## src/gcm_pkg.sv

```systemverilog
// ----------------------------------------------------------------------------
// gcm_pkg
// Types, widths and reset values shared by the change maker modules.
// ----------------------------------------------------------------------------
package gcm_pkg;

  // Denomination registers and field widths.
  localparam int GCM_MAX_DENOMS = 7;
  localparam int AMOUNT_W       = 24;
  localparam int DENOM_W        = 16;
  localparam int IDX_W          = 3;
  localparam int CFG_IDX_W      = 4;
  localparam int STEP_W         = 5;
  localparam int OUT_TDATA_W    = 32;

  // Configuration register indexes.
  localparam logic [CFG_IDX_W-1:0] CFG_ACTIVE = 4'd0;
  localparam logic [CFG_IDX_W-1:0] CFG_DENOM0 = 4'd1;
  localparam logic [CFG_IDX_W-1:0] CFG_DENOM6 = 4'd7;

  localparam logic [IDX_W-1:0] ACTIVE_RESET = 3'd7;

  typedef logic [DENOM_W-1:0] denom_t;

  // Reset values of the denomination registers, largest first.
  localparam denom_t DENOM_RESET [GCM_MAX_DENOMS] = '{
    16'd50000, 16'd10000, 16'd2000, 16'd500, 16'd100, 16'd10, 16'd1
  };

  // Sequencer states.
  typedef enum logic [1:0] {
    ST_IDLE,
    ST_START,
    ST_DIV,
    ST_OUT
  } gcm_state_t;

  // Request to the shared divider.
  typedef struct packed {
    logic                start;
    logic [AMOUNT_W-1:0] dividend;
    denom_t              divisor;
  } div_req_t;

  // Answer from the shared divider.
  typedef struct packed {
    logic                done;
    logic [AMOUNT_W-1:0] quotient;
    denom_t              remainder;
  } div_rsp_t;

endpackage

```

## src/gcm_cfg.sv

```systemverilog
// ----------------------------------------------------------------------------
// gcm_cfg
// Configuration registers: active denomination count and seven values.
// ----------------------------------------------------------------------------
module gcm_cfg
  import gcm_pkg::*;
(
  input  logic                 clk,
  input  logic                 rst_n,
  input  logic                 cfg_wr_en,
  input  logic [CFG_IDX_W-1:0] cfg_index,
  input  denom_t               cfg_wr_data,
  input  logic [IDX_W-1:0]     sel_idx,
  output denom_t               denom_sel,
  output logic [IDX_W-1:0]     n_active
);

  logic [IDX_W-1:0] active_r;
  denom_t           denom_r [GCM_MAX_DENOMS];

  // Register writes; indexes past the last denomination are ignored.
  always_ff @(posedge clk) begin
    if (!rst_n) begin
      active_r <= ACTIVE_RESET;
      for (int i = 0; i < GCM_MAX_DENOMS; i++) begin
        denom_r[i] <= DENOM_RESET[i];
      end
    end else if (cfg_wr_en) begin
      if (cfg_index == CFG_ACTIVE) begin
        active_r <= cfg_wr_data[IDX_W-1:0];
      end else if (cfg_index >= CFG_DENOM0 && cfg_index <= CFG_DENOM6) begin
        for (int i = 0; i < GCM_MAX_DENOMS; i++) begin
          if (cfg_index == CFG_DENOM0 + CFG_IDX_W'(i)) begin
            denom_r[i] <= cfg_wr_data;
          end
        end
      end
    end
  end

  // A count of zero runs one denomination; three bits cannot exceed seven.
  assign n_active  = (active_r == '0) ? IDX_W'(1) : active_r;
  assign denom_sel = denom_r[sel_idx];

endmodule

```

## src/gcm_div.sv

```systemverilog
// ----------------------------------------------------------------------------
// gcm_div
// Shared restoring divider: 24-bit amount by 16-bit denomination, one
// quotient bit per cycle.
// ----------------------------------------------------------------------------
module gcm_div
  import gcm_pkg::*;
(
  input  logic     clk,
  input  logic     rst_n,
  input  div_req_t req,
  output div_rsp_t rsp
);

  logic                busy_r, busy_nxt;
  logic                done_r, done_nxt;
  logic [STEP_W-1:0]   cnt_r, cnt_nxt;
  logic [AMOUNT_W-1:0] dq_r, dq_nxt;
  denom_t              part_r, part_nxt;
  denom_t              dvs_r, dvs_nxt;
  logic [DENOM_W+1:0]  diff;
  logic                qbit;

  // Trial subtraction of the divisor from the shifted partial remainder.
  always_comb begin
    diff = {1'b0, part_r, dq_r[AMOUNT_W-1]} - {2'b00, dvs_r};
    qbit = ~diff[DENOM_W+1];
  end

  // Step control and data path.
  always_comb begin
    busy_nxt = busy_r;
    done_nxt = 1'b0;
    cnt_nxt  = cnt_r;
    dq_nxt   = dq_r;
    part_nxt = part_r;
    dvs_nxt  = dvs_r;
    if (req.start) begin
      busy_nxt = 1'b1;
      cnt_nxt  = STEP_W'(AMOUNT_W - 1);
      dq_nxt   = req.dividend;
      part_nxt = '0;
      dvs_nxt  = req.divisor;
    end else if (busy_r) begin
      // Quotient bits shift in from the bottom as dividend bits leave the top.
      dq_nxt   = {dq_r[AMOUNT_W-2:0], qbit};
      part_nxt = qbit ? diff[DENOM_W-1:0] : {part_r[DENOM_W-2:0], dq_r[AMOUNT_W-1]};
      cnt_nxt  = cnt_r - STEP_W'(1);
      if (cnt_r == '0) begin
        busy_nxt = 1'b0;
        done_nxt = 1'b1;
      end
    end
  end

  always_ff @(posedge clk) begin
    if (!rst_n) begin
      busy_r <= 1'b0;
      done_r <= 1'b0;
    end else begin
      busy_r <= busy_nxt;
      done_r <= done_nxt;
    end
  end

  always_ff @(posedge clk) begin
    cnt_r  <= cnt_nxt;
    dq_r   <= dq_nxt;
    part_r <= part_nxt;
    dvs_r  <= dvs_nxt;
  end

  assign rsp.done      = done_r;
  assign rsp.quotient  = dq_r;
  assign rsp.remainder = part_r;

endmodule

```

## src/greedy_change_maker.sv

```systemverilog
// ----------------------------------------------------------------------------
// greedy_change_maker
// Greedy coin change: splits an amount over the active denominations in
// register order and emits one count per denomination.
//
//   Channel | Direction | Beat contents
//   --------+-----------+-----------------------------------------------
//   in_     | slave     | tdata[23:0] amount
//   out_    | master    | tdata[2:0] denom_index, tdata[26:3] unit_count,
//           |           | tlast = last, tuser[0] = failed
//   cfg_    | write     | cfg_index selects register, cfg_wr_data value
//
// Each denomination passes through a dispatch state, 24 divider steps, a load
// of the output register and the hand-off of the beat, which output stalls
// can extend; a zero denomination skips the divider.
// in_tready is high only while no amount is in progress.
// rst_n is synchronous and active low; it restores the reset register values.
// ----------------------------------------------------------------------------
module greedy_change_maker
  import gcm_pkg::*;
(
  input  logic                   clk,
  input  logic                   rst_n,
  // Input beats
  input  logic                   in_tvalid,
  output logic                   in_tready,
  input  logic [AMOUNT_W-1:0]    in_tdata,   // [23:0] amount
  // Result beats
  output logic                   out_tvalid,
  input  logic                   out_tready,
  output logic [OUT_TDATA_W-1:0] out_tdata,  // [2:0] denom_index, [26:3] unit_count
  output logic                   out_tlast,
  output logic                   out_tuser,  // [0] failed
  // Configuration writes
  input  logic                   cfg_wr_en,
  input  logic [CFG_IDX_W-1:0]   cfg_index,
  input  logic [DENOM_W-1:0]     cfg_wr_data
);

  gcm_state_t          state_r, state_nxt;
  logic [IDX_W-1:0]    k_r, k_nxt;
  logic [AMOUNT_W-1:0] rem_r, rem_nxt;
  logic [IDX_W-1:0]    oidx_r, oidx_nxt;
  logic [AMOUNT_W-1:0] ocnt_r, ocnt_nxt;
  logic                olast_r, olast_nxt;
  logic                ofail_r, ofail_nxt;
  denom_t              denom_sel;
  logic [IDX_W-1:0]    n_active;
  logic                is_last;
  logic [AMOUNT_W-1:0] div_rem;
  div_req_t            div_req;
  div_rsp_t            div_rsp;

  gcm_cfg u_cfg (
    .clk         (clk),
    .rst_n       (rst_n),
    .cfg_wr_en   (cfg_wr_en),
    .cfg_index   (cfg_index),
    .cfg_wr_data (cfg_wr_data),
    .sel_idx     (k_r),
    .denom_sel   (denom_sel),
    .n_active    (n_active)
  );

  gcm_div u_div (
    .clk   (clk),
    .rst_n (rst_n),
    .req   (div_req),
    .rsp   (div_rsp)
  );

  assign is_last = (k_r == n_active - IDX_W'(1));
  assign div_rem = {{(AMOUNT_W-DENOM_W){1'b0}}, div_rsp.remainder};

  // Sequencer: one denomination at a time through the shared divider.
  always_comb begin
    state_nxt        = state_r;
    k_nxt            = k_r;
    rem_nxt          = rem_r;
    oidx_nxt         = oidx_r;
    ocnt_nxt         = ocnt_r;
    olast_nxt        = olast_r;
    ofail_nxt        = ofail_r;
    div_req.start    = 1'b0;
    div_req.dividend = rem_r;
    div_req.divisor  = denom_sel;
    in_tready        = 1'b0;
    out_tvalid       = 1'b0;
    case (state_r)
      ST_IDLE: begin
        in_tready = 1'b1;
        if (in_tvalid) begin
          rem_nxt   = in_tdata;
          k_nxt     = '0;
          state_nxt = ST_START;
        end
      end
      ST_START: begin
        if (denom_sel == '0) begin
          // A zero denomination pays nothing and leaves the amount as is.
          oidx_nxt  = k_r;
          ocnt_nxt  = '0;
          olast_nxt = is_last;
          ofail_nxt = is_last && (rem_r != '0);
          state_nxt = ST_OUT;
        end else begin
          div_req.start = 1'b1;
          state_nxt     = ST_DIV;
        end
      end
      ST_DIV: begin
        if (div_rsp.done) begin
          rem_nxt   = div_rem;
          oidx_nxt  = k_r;
          ocnt_nxt  = div_rsp.quotient;
          olast_nxt = is_last;
          ofail_nxt = is_last && (div_rem != '0);
          state_nxt = ST_OUT;
        end
      end
      ST_OUT: begin
        out_tvalid = 1'b1;
        if (out_tready) begin
          if (olast_r) begin
            state_nxt = ST_IDLE;
          end else begin
            k_nxt     = k_r + IDX_W'(1);
            state_nxt = ST_START;
          end
        end
      end
      default: begin
        state_nxt = ST_IDLE;
      end
    endcase
  end

  always_ff @(posedge clk) begin
    if (!rst_n) begin
      state_r <= ST_IDLE;
    end else begin
      state_r <= state_nxt;
    end
  end

  always_ff @(posedge clk) begin
    k_r     <= k_nxt;
    rem_r   <= rem_nxt;
    oidx_r  <= oidx_nxt;
    ocnt_r  <= ocnt_nxt;
    olast_r <= olast_nxt;
    ofail_r <= ofail_nxt;
  end

  // Result beat from the output register.
  assign out_tdata = {{(OUT_TDATA_W-AMOUNT_W-IDX_W){1'b0}}, ocnt_r, oidx_r};
  assign out_tlast = olast_r;
  assign out_tuser = ofail_r;

endmodule

```

## config.mk

```make
export PLATFORM = sky130hd
export DESIGN_NAME = greedy_change_maker
export DESIGN_NICKNAME = d
export VERILOG_FILES = /design/src/gcm_pkg.sv /design/src/gcm_cfg.sv /design/src/gcm_div.sv /design/src/greedy_change_maker.sv
export SDC_FILE = /design/constraint.sdc
export NUM_CORES = 1
export LEC_CHECK = 0
export ABC_CLOCK_PERIOD_IN_PS = 10130
export BUFFER_PORTS_ARGS = -buffer_cell sky130_fd_sc_hd__buf_2
export CAP_MARGIN = 20
export CORE_ASPECT_RATIO = 1.75
export CORE_MARGIN = 2
export CORE_UTILIZATION = 30
export DETAILED_ROUTE_END_ITERATION = 8
export HOLD_SLACK_MARGIN = 0.1
export SETUP_SLACK_MARGIN = 0.15
export SLEW_MARGIN = 25
export SYNTH_ARGS = -nofsm -noshare
export SYNTH_HDL_FRONTEND = slang
export SYNTH_HIERARCHICAL = 1
export SYNTH_SLANG_ARGS = --single-unit
```

## constraint.sdc

```tcl
create_clock -name clk -period 10.13 [get_ports clk]
set_input_delay 0 -clock clk [delete_from_list [all_inputs] [get_ports clk]]
set_output_delay 0 -clock clk [all_outputs]
set_load 0.01 [all_outputs]
```

==> impl_metrics.json, run 1 <==
{
  "synth.avg_cell_area_um2": 12.57,
  "cts_buffers": 24,
  "htree_levels": 1,
  "via_per_inst": 4.894,
  "final.min_clock_period_ps": 4451,
  "yosysSeqAreaShare_pct": 60.78,
  "fin_crit_sh_pct": 43.94,
  "grt_max_degree": 58,
  "hold_path.class": "input port to flip-flop",
  "fillCellCount": 3678,
  "finalWirelength_um": 27250,
  "cts_tree": "done",
  "synth_area_um2": 11200,
  "async_flop_share_pct": 0,
  "cts-root-buf": "clkbuf_16",
  "grt_pass1_wl_um": 42140,
  "setup_tns_ps": 0,
  "max_stage_delay_ps": 760,
  "worst_pin_slew_ps": 1028,
  "dp_hpwl_um": 18950,
  "area_growth_pct": 18.65,
  "coreArea_um2": 36770,
  "critPathArrivalTime_ps": 4910,
  "io_pins": 85,
  "die_w_um": 150.1,
  "synth_cell_types": 75,
  "initial_core_util_pct": 30.46,
  "maxSlewViolCount": 0,
  "synth_cells": 891,
  "dr.pass1.iters": 5,
  "rows": 93,
  "grt_overflow": 0,
  "cts_resized": 0,
  "drt_iter0_markers": 596,
  "drive_above_1_share_pct": 19.07,
  "path_cells": "buf_4, mux2_2, o211ai_1, o221ai_1, nor4_1, nand4_1, and2_2, buf_4, nor2_1, nand2_1, a21oi_1, a311o_1",
  "synth_commonest_cells": "edfxtp_1 (208), nor2_1 (88), mux2_2 (56), nand2_1 (47), inv_1 (46)",
  "ant_nets": 0,
  "rsz0062_at_grt": "false",
  "ctsHoldBuffers": 53,
  "crit_buf_inv": 2,
  "p_per_area_nw_per_um2": 285.9,
  "worst_setup_path_end_kind": "flip-flop",
  "clockBufferDepth": 3,
  "diodes": 0,
  "final_util_pct": 36.14,
  "synthFlopType": "edfxtp_1",
  "grtUsageTotal_pct": 13.90,
  "hold_viol_final": 0,
  "nets": 1084,
  "clkTransAtPathRegs_ps": 60,
  "yosys.area.top_type": "edfxtp_1",
  "clock_latency_ps": 520,
  "crit_slowest_cell": "nor2_1",
  "vdd_drop_max_v": 0.0001612,
  "drc_errors": 0,
  "synth_edf_count": 208,
  "grt_pass1_vias": 7559,
  "dieArea_um2": 38950,
  "die_y_um": 259.6,
  "setup_violations": 0,
  "routed-via-count": 7355,
  "yosysWarnings": 6,
  "antenna_found_initial": 0,
  "maxSlewHeadroom_pct": 31.31,
  "cp.required_ps": 10590,
  "yosysMostFrequentCell": "edfxtp_1",
  "synth_top_area_share_pct": 55.77,
  "crit_fanout": 57,
  "p_leak_nw": 4.865,
  "place_congestion": 0.8579,
  "crit_type": "flip-flop to flip-flop",
  "post_drt_wl_per_cell_um": 18.13,
  "cts.sinks": 236,
  "critPathTopFamily": "simple AND/OR/NAND/NOR gates",
  "ys_top_cells_by_area": "edfxtp_1 (56%), mux2_2 (5.6%), dfxtp_1 (5.0%)",
  "fmax_mhz": 224.7,
  "critPathLaunchType": "flip-flop",
  "cp_common_cell": "buf_4",
  "post_cts_buffers": 0,
  "ys_seq_elements": 236,
  "clock-skew-final_ps": 12.36,
  "io_buffers": 79,
  "maxCapViolations": 0,
  "outcome": "completed"
}
tightest hold or removal path: stages:
cell and delay (ps):
buf_2 90, nor2b_1 210, nor3_1 140, o211a_1 210
metal layers:
layer	wire, µm	share of wire, %	GRT usage [%]
met2	14970	55	27.08
met3	1170	4.3	1.667
met1	10320	38	15.33
met4	793	2.9	4.481
met5	0	0	0
final timing paths:
kind,startpoint,to,slack [ps],cells past startpoint
setup / recovery,k_r[0],u_div/part_r[1],5680,12
setup reg to reg,k_r[0],u_div/part_r[1],5680,12
hold reg to reg,u_div/cnt_r[4],u_div/done_r,470,1
hold / removal,in_tvalid,state_r[0],190,4
layout make-up:
| type | instances | area (µm²) | share of cell area [%] |
|---|---|---|---|
| timing repair buffer | 139 | 978.4 | 7.363 |
| tap | 475 | 594.3 | 4.473 |
| clock buffer | 32 | 651.9 | 4.906 |
| clock inverter | 11 | 85.08 | 0.6403 |
| multi-input combinational | 563 | 3995 | 30.07 |
| inverter | 47 | 176.4 | 1.328 |
| sequential | 236 | 6807 | 51.22 |
through the flow:
stage	total power, mW	area (µm²)	setup WS (ps)	std cells	hold WS (ps)
CTS	3.840	13290	5698	1503	190.6
detailed placement	2.979	12020	5711	1407	289.7
floorplan	2.557	11210	5482	895	117.5
global route	4.027	13290	5456	1503	224.2
finish	3.799	13290	5679	1503	186.7
global placement	2.944	12010	5793	1407	284.3
placed cells by master (no fill, tap or decap), drive strengths merged, types with 5 or more instances in the layout:
cell type,count
a21oi,18
a311oi,5
and2,33
and3,6
buf,86
clkbuf,32
clkinv,7
conb,5
dfxtp,28
dlygate4sd3,53
edfxtp,208
ha,23
inv,49
mux2,56
mux2i,33
nand2,48
nand2b,31
nand3,7
nand4,7
nor2,89
nor2b,16
nor3,18
nor4,16
o211ai,20
o21ai,15
o221ai,16
o31ai,5
or3,27
xnor2,11
xor2,8
where the power goes:
group	total [mW]	internal, mW	switching [mW]
combinational	1.37	0.538	0.835
sequential	1.59	1.44	0.148
clock	0.837	0.478	0.358
state kept, by name (all words and copies together), names as in the netlist, 5 cells and up:
name,flops
ocnt_r,24
u_div/dvs_r,16
u_div/part_r,16
rem_r,24
u_div/dq_r,24
u_cfg/denom_r,112
u_div/cnt_r,5
cells by family (layout without fill, tap and decap cells):
| family | after synthesis | in the layout | share of synthesized area [%] |
|---|---|---|---|
| DFF | 236 | 236 | 60.78 |
| xor gates and xnor gates | 19 | 19 | 1.486 |
| buffers and inverters | 96 | 229 | 3.877 |
| muxes | 89 | 89 | 8.580 |
| AOI/OAI and AO/OA | 116 | 116 | 8.088 |
| and+or+nand+nor | 310 | 310 | 14.41 |
| other | 1 | 5 | 0.03348 |
| adders and majority gates | 24 | 24 | 2.748 |
Power figures use the tool's default switching activity.
==> run 2: changes to the inputs <==
- ABC_CLOCK_PERIOD_IN_PS: 10130 -> 3700
- clock period: 10.13 -> 3.7 ns (I/O delays scaled with it)
==> run 2 against run 1 <==
- register-to-register slack lost 5200 ps
- clock power rose to 2.7 times the previous value
- combinational power grew to 2.8 times the previous value
- via count decreased by 0.35%
- non-clock buffer count rose by 16
- critical path type unchanged
- largest power group unchanged
==> impl_metrics.json, run 2 (synthesis gave the netlist of run 1 again) <==
{
  "r2r_cells": 10,
  "hold_viol_final": 0,
  "setup_tns_ps": 0,
  "cts_resized": 0,
  "dp_hpwl_um": 19040,
  "nets": 1099,
  "regMostFlops": "u_cfg/denom_r",
  "ant_nets": 0,
  "final_cell_mix": "edfxtp_1 (208), nor2_1 (88), buf_2 (79)",
  "wl_met1_um": 10130,
  "p_per_area_nw_per_um2": 781.2,
  "largest_reg_flops": 112,
  "hold_depth": 3,
  "p_int_mw": 6.811,
  "cp.required_ps": 3910,
  "grt_max_degree": 48,
  "rsz0062_at_grt": "false",
  "diodes": 0,
  "die_w_um": 150.1,
  "sw_frac_of_total_pct": 35.03,
  "final_common_cell": "edfxtp_1",
  "coreArea_um2": 36770,
  "via_per_inst": 4.834,
  "clock-skew-final_ps": 21.54,
  "grt_overflow": 0,
  "p_sw_mw": 3.673,
  "ctsHoldBuffers": 53,
  "io_buffers": 79,
  "fin_crit_sh_pct": 86.77,
  "rows": 93,
  "drive_above_1_share_pct": 20.56,
  "setup_violations": 0,
  "crit_fanout": 47,
  "post_drt_wl_per_cell_um": 17.69,
  "grt_pass1_wl_um": 41720,
  "htree_levels": 1,
  "vdd_drop_max_v": 0.0003315,
  "clockBufferDepth": 3,
  "hold_path.class": "input port to flip-flop",
  "clock_latency_ps": 520,
  "dr.pass1.iters": 5,
  "grtUsageTotal_pct": 13.84,
  "maxSlewHeadroom_pct": 33.63,
  "dieArea_um2": 38950,
  "io_pins": 85,
  "drc_errors": 0,
  "clkTransAtPathRegs_ps": 60,
  "die_y_um": 259.6,
  "p_comb_share_pct": 37.0,
  "antenna_found_initial": 0,
  "final.min_clock_period_ps": 3211,
  "place_congestion": 0.8322,
  "cts_buffers": 23,
  "pre_cts_ws_ps": 476.8,
  "area_growth_pct": 19.83,
  "worst_setup_path_end_kind": "flip-flop",
  "maxSlewViolCount": 0,
  "route.top_layer_used": "met4",
  "post_cts_buffers": 0,
  "cts_tree": "done",
  "power.share.sequential_pct": 41.5,
  "crit_type": "flip-flop to flip-flop",
  "worst_pin_slew_ps": 993.2,
  "routed-via-count": 7329,
  "initial_core_util_pct": 30.46,
  "drt_iter0_markers": 512,
  "setup_ws_ps": 489.4,
  "p_leak_nw": 4.941,
  "met2_length_um": 15230,
  "cts-root-buf": "clkbuf_16",
  "outcome": "completed",
  "critPathArrivalTime_ps": 3420,
  "maxCapViolations": 0,
  "fmax_mhz": 311.5,
  "fillCellCount": 3681,
  "wl_met3_um": 955,
  "cts.sinks": 236,
  "critPathLaunchType": "flip-flop",
  "final_util_pct": 36.50,
  "finalWirelength_um": 26820,
  "clock_power_share_pct": 21.5,
  "grt_pass1_vias": 7566
}
[run 2: cell count changes in the layout (fill, tap and decap cells not counted), moves of 2 or more]
cell | previous run | this run
buf_4 | 7 | 20
buf_12 | 0 | 3
clkinv_2 | 3 | 6
clkbuf_1 | 7 | 3
clkbuf_16 | 25 | 23
[run 2: worst paths after layout]
kind                                startpoint             endpoint  slack (ps)
worst max-delay path                    k_r[0]            ocnt_r[7]         490
worst min-delay path            cfg_wr_data[0]  u_cfg/denom_r[3][0]         300
worst max register to register          k_r[0]            ocnt_r[7]         490
worst min register to register  u_div/cnt_r[4]         u_div/done_r         500
[run 2: cell type report]
type | instances | area [µm²] | area share (%)
inverter | 47 | 176.4 | 1.315
timing repair buffer | 155 | 1136 | 8.465
clock buffer | 26 | 586.8 | 4.373
clock inverter | 14 | 126.4 | 0.9416
sequential | 236 | 6807 | 50.72
multi-input combinational | 563 | 3994 | 29.76
tap | 475 | 594.3 | 4.428
[run 2: power groups by stage]
stage	Sequential, mW	Combinational, mW	Clock, mW
after detailed placement	4.43	3.86	0
final	4.35	3.88	2.26
after floorplan	4.34	2.67	0
after global placement	4.41	3.80	0
after CTS	4.37	3.92	2.32
after global routing	4.45	4.28	2.41
[run 2: per-stage QoR]
stage                     hold slack (ps)  instances  power [mW]  area (µm²)
after floorplan                     117.5        895       7.005       11230
after global placement              288.2       1423       8.212       12180
after detailed placement            282.6       1423       8.287       12180
after CTS                           273.4       1516       10.60       13420
after global routing                295.4       1516       11.14       13420
final                               303.4       1516       10.48       13420
[run 2: worst max-delay path, cell delays in order, from the launching register on]
cell and delay (ps):
edfxtp_1 370, buf_12 290, mux2_2 380, o211ai_1 160, o221ai_1 190, nor4_1 350
buf_4 190, nand4_1 100, and2_2 300, nor3_4 270, buf_12 210
[run 2: metal layers]
| metal | vias up | global-route usage (%) |
|---|---|---|
| met5 | - | 0 |
| met4 | 0 | 3.485 |
| met3 | 31 | 1.456 |
| met2 | 152 | 27.41 |
| met1 | 3599 | 15.40 |
| li1 | 3547 | - |
==> run 3: changes to the inputs <==
- ABC_AREA: unset -> 1
- RECOVER_POWER: unset -> 100
- SLEW_MARGIN: 25 -> 20
==> run 3 against run 2 <==
- the flow now finishes with violations (capacitance limit, slew limit)
- sequential power fell by 0.9%
- clock skew down 3.3 ps
- routed wire length is 7.7% higher
- cell area up 6.3%
- non-clock buffer count grew 9
- flip-flop and latch count unchanged
- register-to-register slack about the same
- core utilization is 0.66 points lower
- combinational power is 4% higher
- worst setup slack gained 12 ps
- critical path depth increased by 1
- power is 3.3% higher
- highest routed layer unchanged
==> impl_metrics.json, run 3 <==
{
  "cts-root-buf": "clkbuf_16",
  "io_buffers": 79,
  "largest_reg_flops": 112,
  "rows": 97,
  "synth_cell_types": 46,
  "drive_above_1_share_pct": 9.302,
  "outcome": "complete, but fails checks",
  "hold_viol_final": 0,
  "rrSetupSlack_ps": 500,
  "critPathLaunchType": "flip-flop",
  "synth_top_area_share_pct": 51.88,
  "p_comb_share_pct": 37.2,
  "nets": 1603,
  "place_congestion": 0.8549,
  "dp_hpwl_um": 21530,
  "finalWirelength_um": 28890,
  "cp.required_ps": 3950,
  "via_per_inst": 4.438,
  "coreArea_um2": 39810,
  "setup_violations": 0,
  "rsz0062_at_grt": "false",
  "path_cells": "clkbuf_1, nand3_1, nand2_1, nor2_1, nand2_1, nor2_1, a21boi_4, clkinv_1, buf_4, nor2_1, a31oi_1",
  "sw_frac_of_total_pct": 37.57,
  "crit_buf_inv": 3,
  "violations": "capacitance limit, slew limit",
  "critPathArrivalTime_ps": 3450,
  "pre_cts_ws_ps": 608.2,
  "die_y_um": 269.0,
  "clockBufferDepth": 3,
  "fin_crit_sh_pct": 86.45,
  "synth_edf_count": 208,
  "rr_startpoint": "k_r[2]",
  "yosysMostFrequentCell": "nand2_1",
  "placed_cell_area_um2": 12960,
  "dieArea_um2": 41810,
  "clock-skew-final_ps": 18.21,
  "max_stage_delay_ps": 820,
  "regMostFlops": "u_cfg/denom_r",
  "maxSlewHeadroom_pct": -4.976,
  "dr.pass1.iters": 5,
  "post_cts_buffers": 0,
  "vdd_drop_max_v": 0.0003292,
  "maxCapViolations": 1,
  "worst_pin_slew_ps": 1575,
  "crit_fanout": 19,
  "synth_commonest_cells": "nand2_1 (466), inv_1 (225), edfxtp_1 (208), nor2_1 (128), nand3_1 (125)",
  "ant_nets": 0,
  "total_power_mw": 10.83,
  "cp-startpoint": "k_r[2]",
  "drt_iter0_markers": 441,
  "synthFlopType": "edfxtp_1",
  "fmax_mhz": 312.6,
  "io_pins": 85,
  "post_drt_wl_per_cell_um": 14.14,
  "crit_type": "flip-flop to flip-flop",
  "worst_setup_path_end_kind": "flip-flop",
  "clkTransAtPathRegs_ps": 60,
  "antenna_found_initial": 0,
  "die_w_um": 155.4,
  "cp_common_cell": "nor2_1",
  "grt_pass1_wl_um": 45730,
  "final_cell_mix": "nand2_1 (470), inv_1 (226), edfxtp_1 (208)",
  "grtUsageTotal_pct": 13.86,
  "synth_cells": 1390,
  "clock_latency_ps": 520,
  "power.share.sequential_pct": 39.8,
  "p_leak_nw": 6.564,
  "maxSlewViolCount": 39,
  "cts.sinks": 236,
  "critPathTopFamily": "buffers and inverters",
  "r2r_cells": 11,
  "setup_tns_ps": 0,
  "setup_ws_ps": 501.5,
  "async_flop_share_pct": 0,
  "diodes": 0,
  "grt_max_degree": 53,
  "ys_top_cells_by_area": "edfxtp_1 (52%), nand2_1 (15%), inv_1 (7.0%)",
  "p_int_mw": 6.763,
  "grt_overflow": 0,
  "crit_slowest_cell": "clkbuf_1",
  "clock_power_share_pct": 23.0,
  "hold_path.class": "input port to flip-flop",
  "initial_core_util_pct": 30.24,
  "area_growth_pct": 18.49,
  "yosys.area.top_type": "edfxtp_1",
  "cp.depth": 11,
  "yosysWarnings": 6,
  "yosysSeqAreaShare_pct": 56.54,
  "final_common_cell": "nand2_1",
  "routed-via-count": 9067,
  "synth_area_um2": 12040,
  "grt_pass1_vias": 9107,
  "synth.avg_cell_area_um2": 8.661,
  "p_sw_mw": 4.069,
  "p_per_area_nw_per_um2": 759.3,
  "drc_errors": 0,
  "final.min_clock_period_ps": 3198,
  "ys_seq_elements": 236,
  "fin_area_um2": 14260,
  "r2r_end": "u_div/dq_r[0]",
  "critical_path.endpoint": "u_div/dq_r[0]",
  "cts_buffers": 24,
  "htree_levels": 1,
  "cts_tree": "done"
}
-- run 3: changes by cell type after synthesis, sizes merged, moves of 18 or more --
cell,before,now
nand2,48,474
inv,47,229
nand3,7,130
nor2,89,147
mux2,56,0
mux2i,33,0
and2,33,2
nand2b,31,0
or3,27,0
o211ai,20,2
-- run 3: area by class of cell --
class	count	area [µm²]
flip-flops and latches	236	6807
inverters	231	867.1
multi-input cells	873	4025
well taps	495	619.3
clock inverters	7	97.59
fillers	4053	25540
repair buffers	164	1127
clock buffers	37	721.9
-- run 3: worst min-delay path by stage --
| stage | start | to | slack (ps) | depth (start not counted) |
|---|---|---|---|---|
| 5_1_grt | in_tdata[20] | rem_r[20] | 310 | 4 |
| 3_3_place_gp | in_tdata[8] | rem_r[8] | 300 | 3 |
| 3_5_place_dp | in_tdata[13] | rem_r[13] | 290 | 3 |
| 4_1_cts | in_tdata[20] | rem_r[20] | 280 | 4 |
| 6_report | in_tdata[20] | rem_r[20] | 300 | 4 |
| 2_1_floorplan | rst_n | state_r[0] | 120 | 2 |
-- run 3: stage by stage --
step	hold slack [ps]	util, %	std cells
finish	297.1	35.83	2043
global route	313.9	35.83	2043
CTS	282.5	36.13	2043
detailed placement	288.4	32.56	1939
global placement	297.7	32.56	1939
floorplan	122.8	-	1394
-- run 3: worst min-delay path: cells and delay by family --
| family | cells | cell delay [ps] |
|---|---|---|
| AND/OR/NAND/NOR | 1 | 70 |
| buffers and inverters | 3 | 640 |
-- run 3: power by group through the flow --
stage                     sequential [mW]  clock (mW)  combinational, mW
final                                4.31        2.49               4.03
after floorplan                      4.35           0               2.91
after detailed placement             4.37           0               4.07
after global placement               4.35           0               3.99
after global routing                 4.41        2.63               4.57
after CTS                            4.31        2.53               4.13
-- run 3: routing by layer --
layer	share of wire [%]	track usage, %
met1	36	13.39
met2	57	29.10
met3	3.3	1.254
met4	3.7	5.753
met5	0	0
-- run 3: logic make-up (layout without fill, tap and decap cells) --
logic type	after synthesis	count (layout)	share of synthesized area [%]
compound gates	39	39	1.850
xor+xnor	9	9	0.6548
fa+ha+maj	24	24	2.557
buf+inv	285	439	10.02
flops	236	236	56.54
other cells	1	5	0.03115
simple gates	796	796	28.35
-- run 3: timing repair --
item,4_1_cts,5_1_grt
gates resized for setup,0,0
hold buffers,60,0
setup endpoints to repair,0,0
endpoints found under the hold margin,148,0
